--- config.mk ---
export PLATFORM = sky130hd
export DESIGN_NAME = timed_event_queue_core
export DESIGN_NICKNAME = d
export VERILOG_FILES = /design/src/teq_pkg.sv /design/src/teq_entry_ram.sv /design/src/timed_event_queue_core.sv
export SDC_FILE = /design/constraint.sdc
export NUM_CORES = 2
export LEC_CHECK = 0
export ABC_CLOCK_PERIOD_IN_PS = 5400
export BUFFER_PORTS_ARGS = -buffer_cell sky130_fd_sc_hd__clkbuf_2
export CORE_UTILIZATION = 50
export CTS_CLUSTER_DIAMETER = 80
export DETAILED_ROUTE_END_ITERATION = 7
export GPL_TIMING_DRIVEN = 0
export PLACE_DENSITY = 0.69
export REMOVE_ABC_BUFFERS = 1
export SLEW_MARGIN = 20
export SYNTH_ARGS = -nofsm -noshare
export SYNTH_HDL_FRONTEND = slang
export SYNTH_SLANG_ARGS = --single-unit
--- constraint.sdc ---
create_clock -name clk -period 5.4 [get_ports clk]
set_input_delay 0.54 -clock clk [delete_from_list [all_inputs] [get_ports clk]]
set_output_delay 0.54 -clock clk [all_outputs]
set_load 0.02 [all_outputs]
--- src/teq_pkg.sv ---
// Timed event queue package: sizes, register addresses, function and status codes, types.
// Used by every module under src and by the testbench; depends on nothing.
package teq_pkg;
	localparam int ENTRIES = 32;
	localparam int ID_BITS = 16;
	localparam int TIME_BITS = 48;
	localparam int IDX_BITS = $clog2(ENTRIES);
	localparam int CNT_BITS = $clog2(ENTRIES + 1);

	// APB byte addresses of the configuration registers
	localparam logic [2:0] ADDR_LOCK = 3'd0;
	localparam logic [2:0] ADDR_JITTER = 3'd4;

	typedef enum logic [2:0] {
		FN_REGISTER = 3'd0,
		FN_UNREGISTER = 3'd1,
		FN_SET_ABS = 3'd2,
		FN_SET_REL = 3'd3,
		FN_TICK = 3'd4
	} func_t;

	typedef enum logic [1:0] {
		ST_DONE = 2'd0,
		ST_FULL = 2'd1,
		ST_NOT_FOUND = 2'd2
	} status_t;

	typedef enum logic [9:0] {
		S_IDLE = 10'b0000000001,
		S_FIND = 10'b0000000010,
		S_CHK = 10'b0000000100,
		S_RMV_RD = 10'b0000001000,
		S_RMV_WR = 10'b0000010000,
		S_SCAN = 10'b0000100000,
		S_CMP = 10'b0001000000,
		S_PUT = 10'b0010000000,
		S_HEAD = 10'b0100000000,
		S_OUT = 10'b1000000000
	} state_t;

	// One memory request: read and write ports of the entry store.
	typedef struct packed {
		logic                 rd_en;
		logic [IDX_BITS-1:0]  rd_addr;
		logic                 wr_en;
		logic [IDX_BITS-1:0]  wr_addr;
		logic [ID_BITS-1:0]   wr_obj;
		logic [TIME_BITS-1:0] wr_time;
	} mem_req_t;

	typedef struct packed {
		logic [ID_BITS-1:0]   obj;
		logic [TIME_BITS-1:0] tm;
	} entry_t;
endpackage

--- src/teq_entry_ram.sv ---
// Entry store: one write port and one read port, registered read data.
// Depends on teq_pkg.
module teq_entry_ram
	import teq_pkg::*;
(
	input  logic     clk,
	input  mem_req_t req,
	output entry_t   rd_data
);
	entry_t mem [ENTRIES];

	// Write port and registered read port
	always_ff @(posedge clk) begin
		if (req.wr_en) begin
			mem[req.wr_addr] <= '{obj: req.wr_obj, tm: req.wr_time};
		end
		if (req.rd_en) begin
			rd_data <= mem[req.rd_addr];
		end
	end
endmodule

--- src/timed_event_queue_core.sv ---
// Timed event queue top level: APB registers, sequencer over the entry store.
// Depends on teq_pkg and teq_entry_ram.
//
// channel | signals                                    | direction
// in      | in_valid/in_ready, func..now_time          | to block
// out     | out_valid/out_ready, status..exceed_count  | from block
// cfg     | psel penable pwrite paddr pwdata prdata    | APB slave
//
// One item at a time; each store step reads an entry, then judges it or writes it back.
// A find reads and judges the entries in turn, a removal moves each later entry up one
// place, an insert moves each later entry down one place and writes the new one; then
// the head is read and the output word is loaded. A move is a removal, then an insert.
// Reset clears the count, the late counter, the registers and the output word; the
// store is left unset. The next item is taken while a finished word waits at the output.
module timed_event_queue_core
	import teq_pkg::*;
(
	input  logic                        clk,
	input  logic                        arst_n,
	input  logic                        in_valid,
	output logic                        in_ready,
	input  logic [2:0]                  func,
	input  logic [ID_BITS-1:0]          object_id,
	input  logic [TIME_BITS-1:0]        event_time,
	input  logic                        time_given,
	input  logic signed [TIME_BITS-1:0] time_span,
	input  logic [TIME_BITS-1:0]        now_time,
	output logic                        out_valid,
	input  logic                        out_ready,
	output logic [1:0]                  status,
	output logic                        fired,
	output logic [ID_BITS-1:0]          fired_object,
	output logic [TIME_BITS-1:0]        wait_time,
	output logic                        no_event,
	output logic [31:0]                 exceed_count,
	input  logic                        psel,
	input  logic                        penable,
	input  logic                        pwrite,
	input  logic [2:0]                  paddr,
	input  logic [31:0]                 pwdata,
	output logic [31:0]                 prdata,
	output logic                        pready
);
	logic        lock_q;
	logic [31:0] jitter_q;
	logic [31:0] late_q;
	logic [CNT_BITS-1:0] count_q;

	state_t state_q;
	logic [2:0]           func_q;
	logic [ID_BITS-1:0]   obj_q;
	logic [TIME_BITS-1:0] tgt_q;
	logic [TIME_BITS-1:0] now_q;
	logic [IDX_BITS-1:0]  idx_q;
	logic [1:0]           stat_q;
	logic                 fired_q;

	mem_req_t req;
	entry_t   rd;

	teq_entry_ram u_ram (.clk(clk), .req(req), .rd_data(rd));

	// APB registers
	assign pready = 1'b1;
	always_comb begin
		case (paddr)
			ADDR_LOCK: prdata = {31'd0, lock_q};
			ADDR_JITTER: prdata = jitter_q;
			default: prdata = 32'd0;
		endcase
	end
	always_ff @(posedge clk or negedge arst_n) begin
		if (!arst_n) begin
			lock_q <= 1'b0;
			jitter_q <= '0;
		end else if (psel && penable && pwrite) begin
			if (paddr == ADDR_LOCK) lock_q <= pwdata[0];
			if (paddr == ADDR_JITTER) jitter_q <= pwdata;
		end
	end

	// Target time for set relative: now plus span, clamped; for set absolute: event time if given, else now
	logic [TIME_BITS+1:0] rel_sum;
	logic [TIME_BITS-1:0] rel_t, abs_t;
	always_comb begin
		rel_sum = $signed({2'b00, now_time}) + $signed({{2{time_span[TIME_BITS-1]}}, time_span});
		if (rel_sum[TIME_BITS+1]) rel_t = '0;
		else if (rel_sum[TIME_BITS]) rel_t = '1;
		else rel_t = rel_sum[TIME_BITS-1:0];
		abs_t = time_given ? event_time : now_time;
	end

	logic out_free;
	assign out_free = !out_valid || out_ready;
	assign in_ready = (state_q == S_IDLE);

	logic [CNT_BITS-1:0] idx_ext, idx_inc, cnt_dec;
	assign idx_ext = CNT_BITS'(idx_q);
	assign idx_inc = idx_ext + CNT_BITS'(1);
	assign cnt_dec = count_q - CNT_BITS'(1);

	// Lateness of the head against the jitter limit
	logic [TIME_BITS-1:0] late_w;
	logic                 late_hit;
	assign late_w = now_q - rd.tm;
	assign late_hit = (jitter_q != 32'd0) && (late_w > {{(TIME_BITS-32){1'b0}}, jitter_q})
		&& (late_q != 32'hFFFF_FFFF);

	// Store requests per state
	always_comb begin
		req = '0;
		req.wr_obj = rd.obj;
		req.wr_time = rd.tm;
		case (state_q)
			S_FIND: begin
				req.rd_en = 1'b1;
				req.rd_addr = idx_q;
			end
			S_RMV_RD: begin
				// read entry idx+1 to move up
				req.rd_en = 1'b1;
				req.rd_addr = IDX_BITS'(idx_inc);
			end
			S_RMV_WR: begin
				req.wr_en = 1'b1;
				req.wr_addr = idx_q;
			end
			S_SCAN: begin
				// read entry idx-1 to compare with the target
				req.rd_en = (idx_q != '0);
				req.rd_addr = idx_q - IDX_BITS'(1);
			end
			S_CMP: begin
				// move a later entry down one place
				req.wr_en = (rd.tm > tgt_q);
				req.wr_addr = idx_q;
			end
			S_PUT: begin
				req.wr_en = 1'b1;
				req.wr_addr = idx_q;
				req.wr_obj = obj_q;
				req.wr_time = tgt_q;
			end
			S_HEAD: begin
				req.rd_en = 1'b1;
				req.rd_addr = '0;
			end
			default: ;
		endcase
	end

	// Sequencer: find, remove by shifting up, insert by shifting down
	always_ff @(posedge clk or negedge arst_n) begin
		if (!arst_n) begin
			state_q <= S_IDLE;
			count_q <= '0;
			late_q <= '0;
			func_q <= '0;
			obj_q <= '0;
			tgt_q <= '0;
			now_q <= '0;
			idx_q <= '0;
			stat_q <= ST_DONE;
			fired_q <= 1'b0;
		end else begin
			case (state_q)
				S_IDLE: begin
					if (in_valid) begin
						func_q <= func;
						obj_q <= object_id;
						now_q <= now_time;
						fired_q <= 1'b0;
						tgt_q <= (func == FN_SET_REL) ? rel_t
							: (func == FN_SET_ABS) ? abs_t : now_time;
						case (func)
							FN_REGISTER: begin
								if (count_q >= CNT_BITS'(ENTRIES)) begin
									stat_q <= ST_FULL;
									idx_q <= '0;
									state_q <= S_HEAD;
								end else begin
									stat_q <= ST_DONE;
									idx_q <= IDX_BITS'(count_q);
									state_q <= S_SCAN;
								end
							end
							FN_UNREGISTER, FN_SET_ABS, FN_SET_REL: begin
								idx_q <= '0;
								if (count_q == '0) begin
									stat_q <= ST_NOT_FOUND;
									state_q <= S_HEAD;
								end else begin
									stat_q <= ST_DONE;
									state_q <= S_FIND;
								end
							end
							FN_TICK: begin
								idx_q <= '0;
								stat_q <= ST_DONE;
								if (lock_q || count_q == '0) state_q <= S_HEAD;
								else state_q <= S_FIND;
							end
							default: begin
								idx_q <= '0;
								stat_q <= ST_DONE;
								state_q <= S_HEAD;
							end
						endcase
					end
				end
				S_FIND: begin
					// data of entry idx arrives next cycle
					state_q <= S_CHK;
				end
				S_CHK: begin
					if (func_q == FN_TICK) begin
						// fire the head when its time is before now
						if (rd.tm < now_q) begin
							fired_q <= 1'b1;
							obj_q <= rd.obj;
							if (late_hit) late_q <= late_q + 32'd1;
							state_q <= S_RMV_RD;
						end else begin
							state_q <= S_HEAD;
						end
					end else if (rd.obj == obj_q) begin
						state_q <= S_RMV_RD;
					end else if (idx_inc < count_q) begin
						idx_q <= idx_q + IDX_BITS'(1);
						state_q <= S_FIND;
					end else begin
						stat_q <= ST_NOT_FOUND;
						state_q <= S_HEAD;
					end
				end
				S_RMV_RD: begin
					if (idx_inc < count_q) begin
						state_q <= S_RMV_WR;
					end else begin
						// last entry reached: drop it from the count
						count_q <= cnt_dec;
						if (func_q == FN_UNREGISTER) begin
							state_q <= S_HEAD;
						end else begin
							idx_q <= IDX_BITS'(cnt_dec);
							state_q <= S_SCAN;
						end
					end
				end
				S_RMV_WR: begin
					idx_q <= idx_q + IDX_BITS'(1);
					state_q <= S_RMV_RD;
				end
				S_SCAN: begin
					state_q <= (idx_q == '0) ? S_PUT : S_CMP;
				end
				S_CMP: begin
					if (rd.tm > tgt_q) begin
						idx_q <= idx_q - IDX_BITS'(1);
						state_q <= S_SCAN;
					end else begin
						state_q <= S_PUT;
					end
				end
				S_PUT: begin
					count_q <= count_q + CNT_BITS'(1);
					state_q <= S_HEAD;
				end
				S_HEAD: begin
					state_q <= S_OUT;
				end
				S_OUT: begin
					if (out_free) state_q <= S_IDLE;
				end
				default: state_q <= S_IDLE;
			endcase
		end
	end

	// Output word register: load from the head read, hold until taken
	always_ff @(posedge clk or negedge arst_n) begin
		if (!arst_n) begin
			out_valid <= 1'b0;
			status <= '0;
			fired <= 1'b0;
			fired_object <= '0;
			wait_time <= '0;
			no_event <= 1'b0;
			exceed_count <= '0;
		end else if (state_q == S_OUT && out_free) begin
			out_valid <= 1'b1;
			status <= stat_q;
			fired <= fired_q;
			fired_object <= fired_q ? obj_q : '0;
			exceed_count <= late_q;
			no_event <= lock_q || (count_q == '0);
			wait_time <= (!lock_q && count_q != '0 && rd.tm > now_q) ? rd.tm - now_q : '0;
		end else if (out_ready) begin
			out_valid <= 1'b0;
		end
	end
endmodule

# After elaboration in Yosys (flattened, before gate mapping)
# Memory sizes are Yosys's and may differ from the RTL's. A register that Yosys moved wholly into a read port is not among the register bits.
# Index checks and enable logic that the tools add are counted.
[totals] elab_cells=156 ramBits=2048 memories=1 input_bits=206 output_inout_bits=135 ff_bits=305
[op_classes] eq_ne=30 addsub=9 n_mux=58 magnitude_cmp=6 reduce_logical=33
[mem_list] name="u_ram.mem" words=32 word_bits=64 read_ports=1 rd_clocked_by_memory_dff=1 write_ports=1 line="teq_entry_ram.sv:10" source="entry_t mem [ENTRIES];"
[ops] operator="$mux W48" count=6
[ops] operator="$pmux W10 S10" count=1
[ops] operator="$gt A48 B48 Y1" count=2
[ops] operator="$sub A48 B48 Y48" count=2
[ops] operator="$mux W9" count=8
[ops] operator="$mux W16" count=4
[ops] operator="$mux W64" count=1
[ops] operator="$pmux W32 S2" count=1
[ops] operator="$add A49 B48 Y50" count=1
[ops] operator="$gt A48 B32 Y1" count=1
[ops] operator="$lt A48 B48 Y1" count=1
[ops] operator="$mux W5" count=9
[ops] operator="$add A32 B1 Y32 const B" count=1
[ops] operator="$ne A32 B32 Y1 const B" count=1
[ops] operator="$pmux W16 S2" count=1
[ops] operator="$reduce_bool A32 Y1" count=1
[ops] operator="$mux W10" count=3
[ops] operator="$pmux W10 S3" count=1
[ops] operator="$pmux W5 S5" count=1
[ops] operator="$pmux W6 S2" count=2
[ops] operator="$pmux W6 S4" count=1
[ops] operator="$ne A2 B2 Y1 const B" count=11
[ops] operator="$eq A16 B16 Y1" count=1
[ops] operator="$mux W8" count=2
[ops] operator="40 further kinds" count=73

# Longest topological paths before layout
[logic_depth] word_depth=6 mapped_depth=26 depth_no_buf=25

# By module
# Synthesis repeated with hierarchy kept, for this count alone.
[hier_totals] cells_unflattened=6294 area_unflattened_um2=104795.5
[modules_own_cells] module="teq_entry_ram" area_per_inst_um2=79605.1 cells_each=3096 instances=1 seq_area_each_um2=63420.8
[modules_own_cells] module="timed_event_queue_core" area_per_inst_um2=25190.4 cells_each=3198 instances=1 seq_area_each_um2=7633.6

# Worst setup path before layout
# OpenSTA, ideal clock, no wires.
[synth_path] kind="register to register" from="reg u_ram.rd_data[31] (netlist name)" to="mem u_ram.mem[27][0] (netlist name) (enable)" synth_period_minus_slack_ns=5.857 required_ns=4.913 path_slack_ns=-0.457 arrival_time_ns=5.371 setup_ns=0.487 stages_incl_launch_ff=13 path_buffers=0 cell_sequence="edfxtp_1 > ha_1 > nand2_1 > nor3_1 > and3_1 > nand4_1 > or3_1 > a21o_1 > a31oi_1 > o21ai_0 > o211ai_1 > nand3b_1 > nor2_1"
[synth_between] elab_chain_len=4
[synth_lines] item="$gt A48 B48 Y1" line="timed_event_queue_core.sv:135" source="req.wr_en = (rd.tm > tgt_q);"
[synth_lines] item="$pmux W6 S2" line="timed_event_queue_core.sv:114" source="case (state_q)"
[synth_lines] item="$mux W1" line="teq_entry_ram.sv:14" source="if (req.wr_en) begin"
[synth_lines] item="$mux W1 (not written as such)" line="teq_entry_ram.sv:15" source="mem[req.wr_addr] <= '{obj: req.wr_obj, tm: req.wr_time};"
[synth_lines] item="end, declared" line="teq_entry_ram.sv:10"
# No other way between the ends.

# Worst setup path in the final report
[layout_path] from="reg u_ram.rd_data[25] (netlist name)" to="mem u_ram.mem[10][62] (netlist name) (enable)"
[layout_between] elab_chain_len=4
[layout_lines] item="$gt A48 B48 Y1" line="timed_event_queue_core.sv:135"
[layout_lines] item="$pmux W6 S2" line="timed_event_queue_core.sv:114"
[layout_lines] item="$mux W1" line="teq_entry_ram.sv:14"
[layout_lines] item="$mux W1 (not written as such)" line="teq_entry_ram.sv:15"
# No other way between the ends.

==> results.sh <==
export IMPL_comb_power_share_pct=25.0
export IMPL_min_path_type="input port to flip-flop"
export IMPL_worstPathRequired_ns=6.06
export IMPL_pwr_share_clk_pct=33.4
export IMPL_grt_max_degree=96
export IMPL_grt_pass1_wl_mm=531
export IMPL_max_cap_violations=0
export IMPL_crit_type="flip-flop to flip-flop"
export IMPL_netlist_instances=9378
export IMPL_synth_cell_type_count=102
export IMPL_synth_ff_latch_count=2417
export IMPL_ys_warn_count=0
export IMPL_relSlewSlack_pct=18.3
export IMPL_gp_congestion=0.951
export IMPL_numCtsBuffers=236
export IMPL_irDropWorstVdd_mv=0.348
export IMPL_row_count=170
export IMPL_finalCriticalPeriod_ns=5.77
export IMPL_coreArea_mm2=0.214
export IMPL_area_delta_synth_final_pct=21.9
export IMPL_first_iter_violations=11800
export IMPL_r2r_end="u_ram.mem[10][62]"
export IMPL_finalHoldViolations=0
export IMPL_drcViolationCount=13
export IMPL_cp_arrival_ns=6.44
export IMPL_final_nets=10400
export IMPL_die_w_um=466
export IMPL_maxSlewViolCount=0
export IMPL_tightest_slew_ns=1.22
export IMPL_vias=82500
export IMPL_hpwl_mm=244
export IMPL_crit_chain="ha_1, a21o_1, a21o_1, a21o_1, a21o_1, a21oi_1, o21ai_1, a21oi_1, a31oi_2, o21ai_4, o211ai_1, buf_4, buf_4, nand3b_1, buf_4, nor2_4, buf_4, buf_16, buf_16, buf_12, buf_16"
export IMPL_postSynthAreaPerCell_um2=11.5
export IMPL_synth_ff_type="edfxtp_1"
export IMPL_crit_cells=21
export IMPL_synth_area_leaders="edfxtp_1 (59%), nand2_1 (8.9%), dfrtp_1 (7.1%)"
export IMPL_start_util_pct=50.3
export IMPL_rsz0062_at_grt="yes"
export IMPL_cts_tree="built"
export IMPL_path_max_fanout=14
export IMPL_avgViaCountPerCell=6.35
export IMPL_numClockSinks=2417
export IMPL_p_per_area_mw_per_mm2=407
export IMPL_cp_slowest_cell="a21oi_1"
export IMPL_start_kind="flip-flop"
export IMPL_switching_power_uw=16800
export IMPL_reg2reg_slack_ns=-0.37
export IMPL_wire_per_inst_um=28.5
export IMPL_syn_area_mm2=0.108
export IMPL_grt_use_total_pct=33.3
export IMPL_fmaxAchievable_mhz=173
export IMPL_async_flop_share_pct=12.6
export IMPL_cts_buffer_depth=3
export IMPL_netSwitchingFraction_pct=31.4
export IMPL_cts_root_buffer="clkbuf_16"
export IMPL_synth_top_cell_by_area="edfxtp_1"
export IMPL_place_ws_ns=-1.64
export IMPL_ant_nets=0
export IMPL_critPathCapture="u_ram.mem[10][62]"
export IMPL_violations="design-rule violations, negative setup slack"
export IMPL_grt_ovfl_total=0
export IMPL_finalSetupViolCount=689
export IMPL_drive_above_1_share_pct=15.2
export IMPL_p_int_uw=36700
export IMPL_power_uw=53500
export IMPL_pin_count=341
export IMPL_finalClockSkew_ns=0.132
export IMPL_max_stage_delay_ns=0.69
export IMPL_p_leak_uw=0.0498
export IMPL_yosysSeqAreaShare_pct=65.9
export IMPL_io_buffer_count=339
export IMPL_endpoint_kind="flip-flop"
export IMPL_dr_pass1_iters=8
export IMPL_worstRegToRegCells=21
export IMPL_grt_pass1_vias=79800
export IMPL_wl_mm=370
export IMPL_crit_family="compound AO/OA/AOI/OAI gates"
export IMPL_status="finished, violations left"
export IMPL_path_clk_slew_ns=0.06
export IMPL_startpoint="u_ram.rd_data[25]"
export IMPL_insertion_delay_ns=0.96
export IMPL_synth_top_cell_area_share_pct=58.8
export IMPL_min_from="now_time[15]"
export IMPL_fin_ws_ns=-0.372
export IMPL_dieHeight_um=466
export IMPL_synth_edf_count=2112
export IMPL_fin_crit_sh_pct=107
export IMPL_htree_num_levels=4
export IMPL_r2r_start="u_ram.rd_data[25]"
export IMPL_cp_num_buf_inv=8
export IMPL_die_area_mm2=0.218
export IMPL_seqPwrFrac_pct=41.5
export IMPL_antenna_found_initial=11
-- cell type report --
type	count	area [µm²]
fillers	15800	83000
flip-flops and latches	2417	71100
multi-input cells	6124	34800
repair buffers	933	12700
clock buffers	294	6290
well taps	2838	3550
clock inverters	154	2180
inverters	236	886
diodes	4	10.0
-- power by group through the flow --
stage | clock network, µW | registers [µW] | logic [µW]
finish | 17900 | 22200 | 13400
floorplan | 0 | 22500 | 8180
global route | 18700 | 22300 | 14300
global placement | 0 | 22700 | 12800
CTS | 17900 | 22200 | 12700
detailed placement | 0 | 22600 | 12000
-- cells in the final DEF, fill, tap and decap left out, drive strengths merged, types with 25 or more instances in the layout --
master / count
o21bai: 28
xnor2: 98
o21a: 31
a21oi: 234
a21o: 86
nand3: 832
nor3: 72
xor2: 86
clkbuf: 633
o21ai: 396
and3: 206
edfxtp: 2112
inv: 244
mux2: 35
nor2: 219
bufinv: 44
a311oi: 353
clkinv: 92
dlygate4sd3: 51
nand2b: 25
a31oi: 126
ha: 236
and2: 39
or3: 52
o31ai: 64
nor4: 29
o211ai: 47
nand2: 2559
mux2i: 26
dfrtp: 304
nand4: 44
buf: 543
-- worst min-delay path, cell delays in order --
cell and delay, ns:
clkbuf_2 0.11, o211ai_1 0.17, a31oi_1 0.10
-- metrics by stage --
stage / hold WS, ns / cell area (µm²) / instances / utilization (%) / setup TNS, ns
floorplan: 0.244 / 105000 / 8775 / - / -3317.74
finish: 0.0447 / 131000 / 13000 / 61.3 / -82.98
global placement: 0.461 / 111000 / 12000 / 51.6 / -
global route: 0.0312 / 131000 / 13000 / 61.3 / -29.97
CTS: 0.0125 / 131000 / 13000 / 61.0 / -2.77
detailed placement: 0.472 / 120000 / 12400 / 56.2 / -1222.77
-- registers in the layout, summed over array words and instances, names as in the netlist, 5 cells and up --
name	cells
count_q	6
exceed_count	32
fired_object	16
idx_q	5
jitter_q	32
late_q	32
now_q	48
obj_q	16
state_q	10
tgt_q	48
u_ram.mem	2048
u_ram.rd_data	64
wait_time	48
-- worst min-delay path by stage --
stage	end	slack (ns)	depth (start not counted)
floorplan	count_q[0]	0.24	0
global placement	exceed_count[30]	0.46	2
detailed placement	late_q[9]	0.47	1
CTS	tgt_q[15]	0.01	3
global route	tgt_q[15]	0.03	3
finish	tgt_q[15]	0.04	3
-- synthesized netlist by cell type (32+ instances only) --
cell type / instances
nor2_1: 219
and3_1: 206
or3_1: 51
inv_1: 234
o211ai_1: 44
a31oi_1: 125
nand4_1: 44
o31ai_1: 63
edfxtp_1: 2112
nor3_1: 70
and2_1: 39
ha_1: 236
a21o_1: 86
buf_1: 32
a21oi_1: 226
buf_2: 57
a311oi_1: 352
o21ai_0: 373
nand3_1: 832
xor2_1: 86
nand2_1: 2557
dfrtp_1: 304
xnor2_1: 98
clkbuf_1: 488
mux2_2: 34
-- cell families after synthesis --
logic type                 after synthesis  share of synthesized area, %
other                                    1                       0.00348
and+or+nand+nor                       4149                          16.7
adders and majority gates              239                          2.79
AOI/OAI and AO/OA                     1488                          9.37
muxes                                   61                         0.607
buffers and inverters                  839                          3.12
DFF                                   2417                          65.9
xor gates and xnor gates               184                          1.49
-- per-layer routing --
layer	up-vias	GRT usage [%]	share of wire, %
met4	16	21.7	7.6
met5	-	0	0.033
met2	5710	51.5	45
li1	35300	-	-
met1	40100	41.3	35
met3	1432	8.96	12
-- repair_timing --
| item | in CTS | in global routing |
|---|---|---|
| pin swaps | 44 | 43 |
| endpoints found under the hold margin | 142 | 0 |
| buffers inserted | 89 | 29 |
| hold buffers | 51 | 0 |
| resized for setup | 85 | 104 |
| cloned | 3 | 1 |
| setup endpoints to repair | 2098 | 1055 |
No activity file was read; power rests on OpenSTA's default activity.
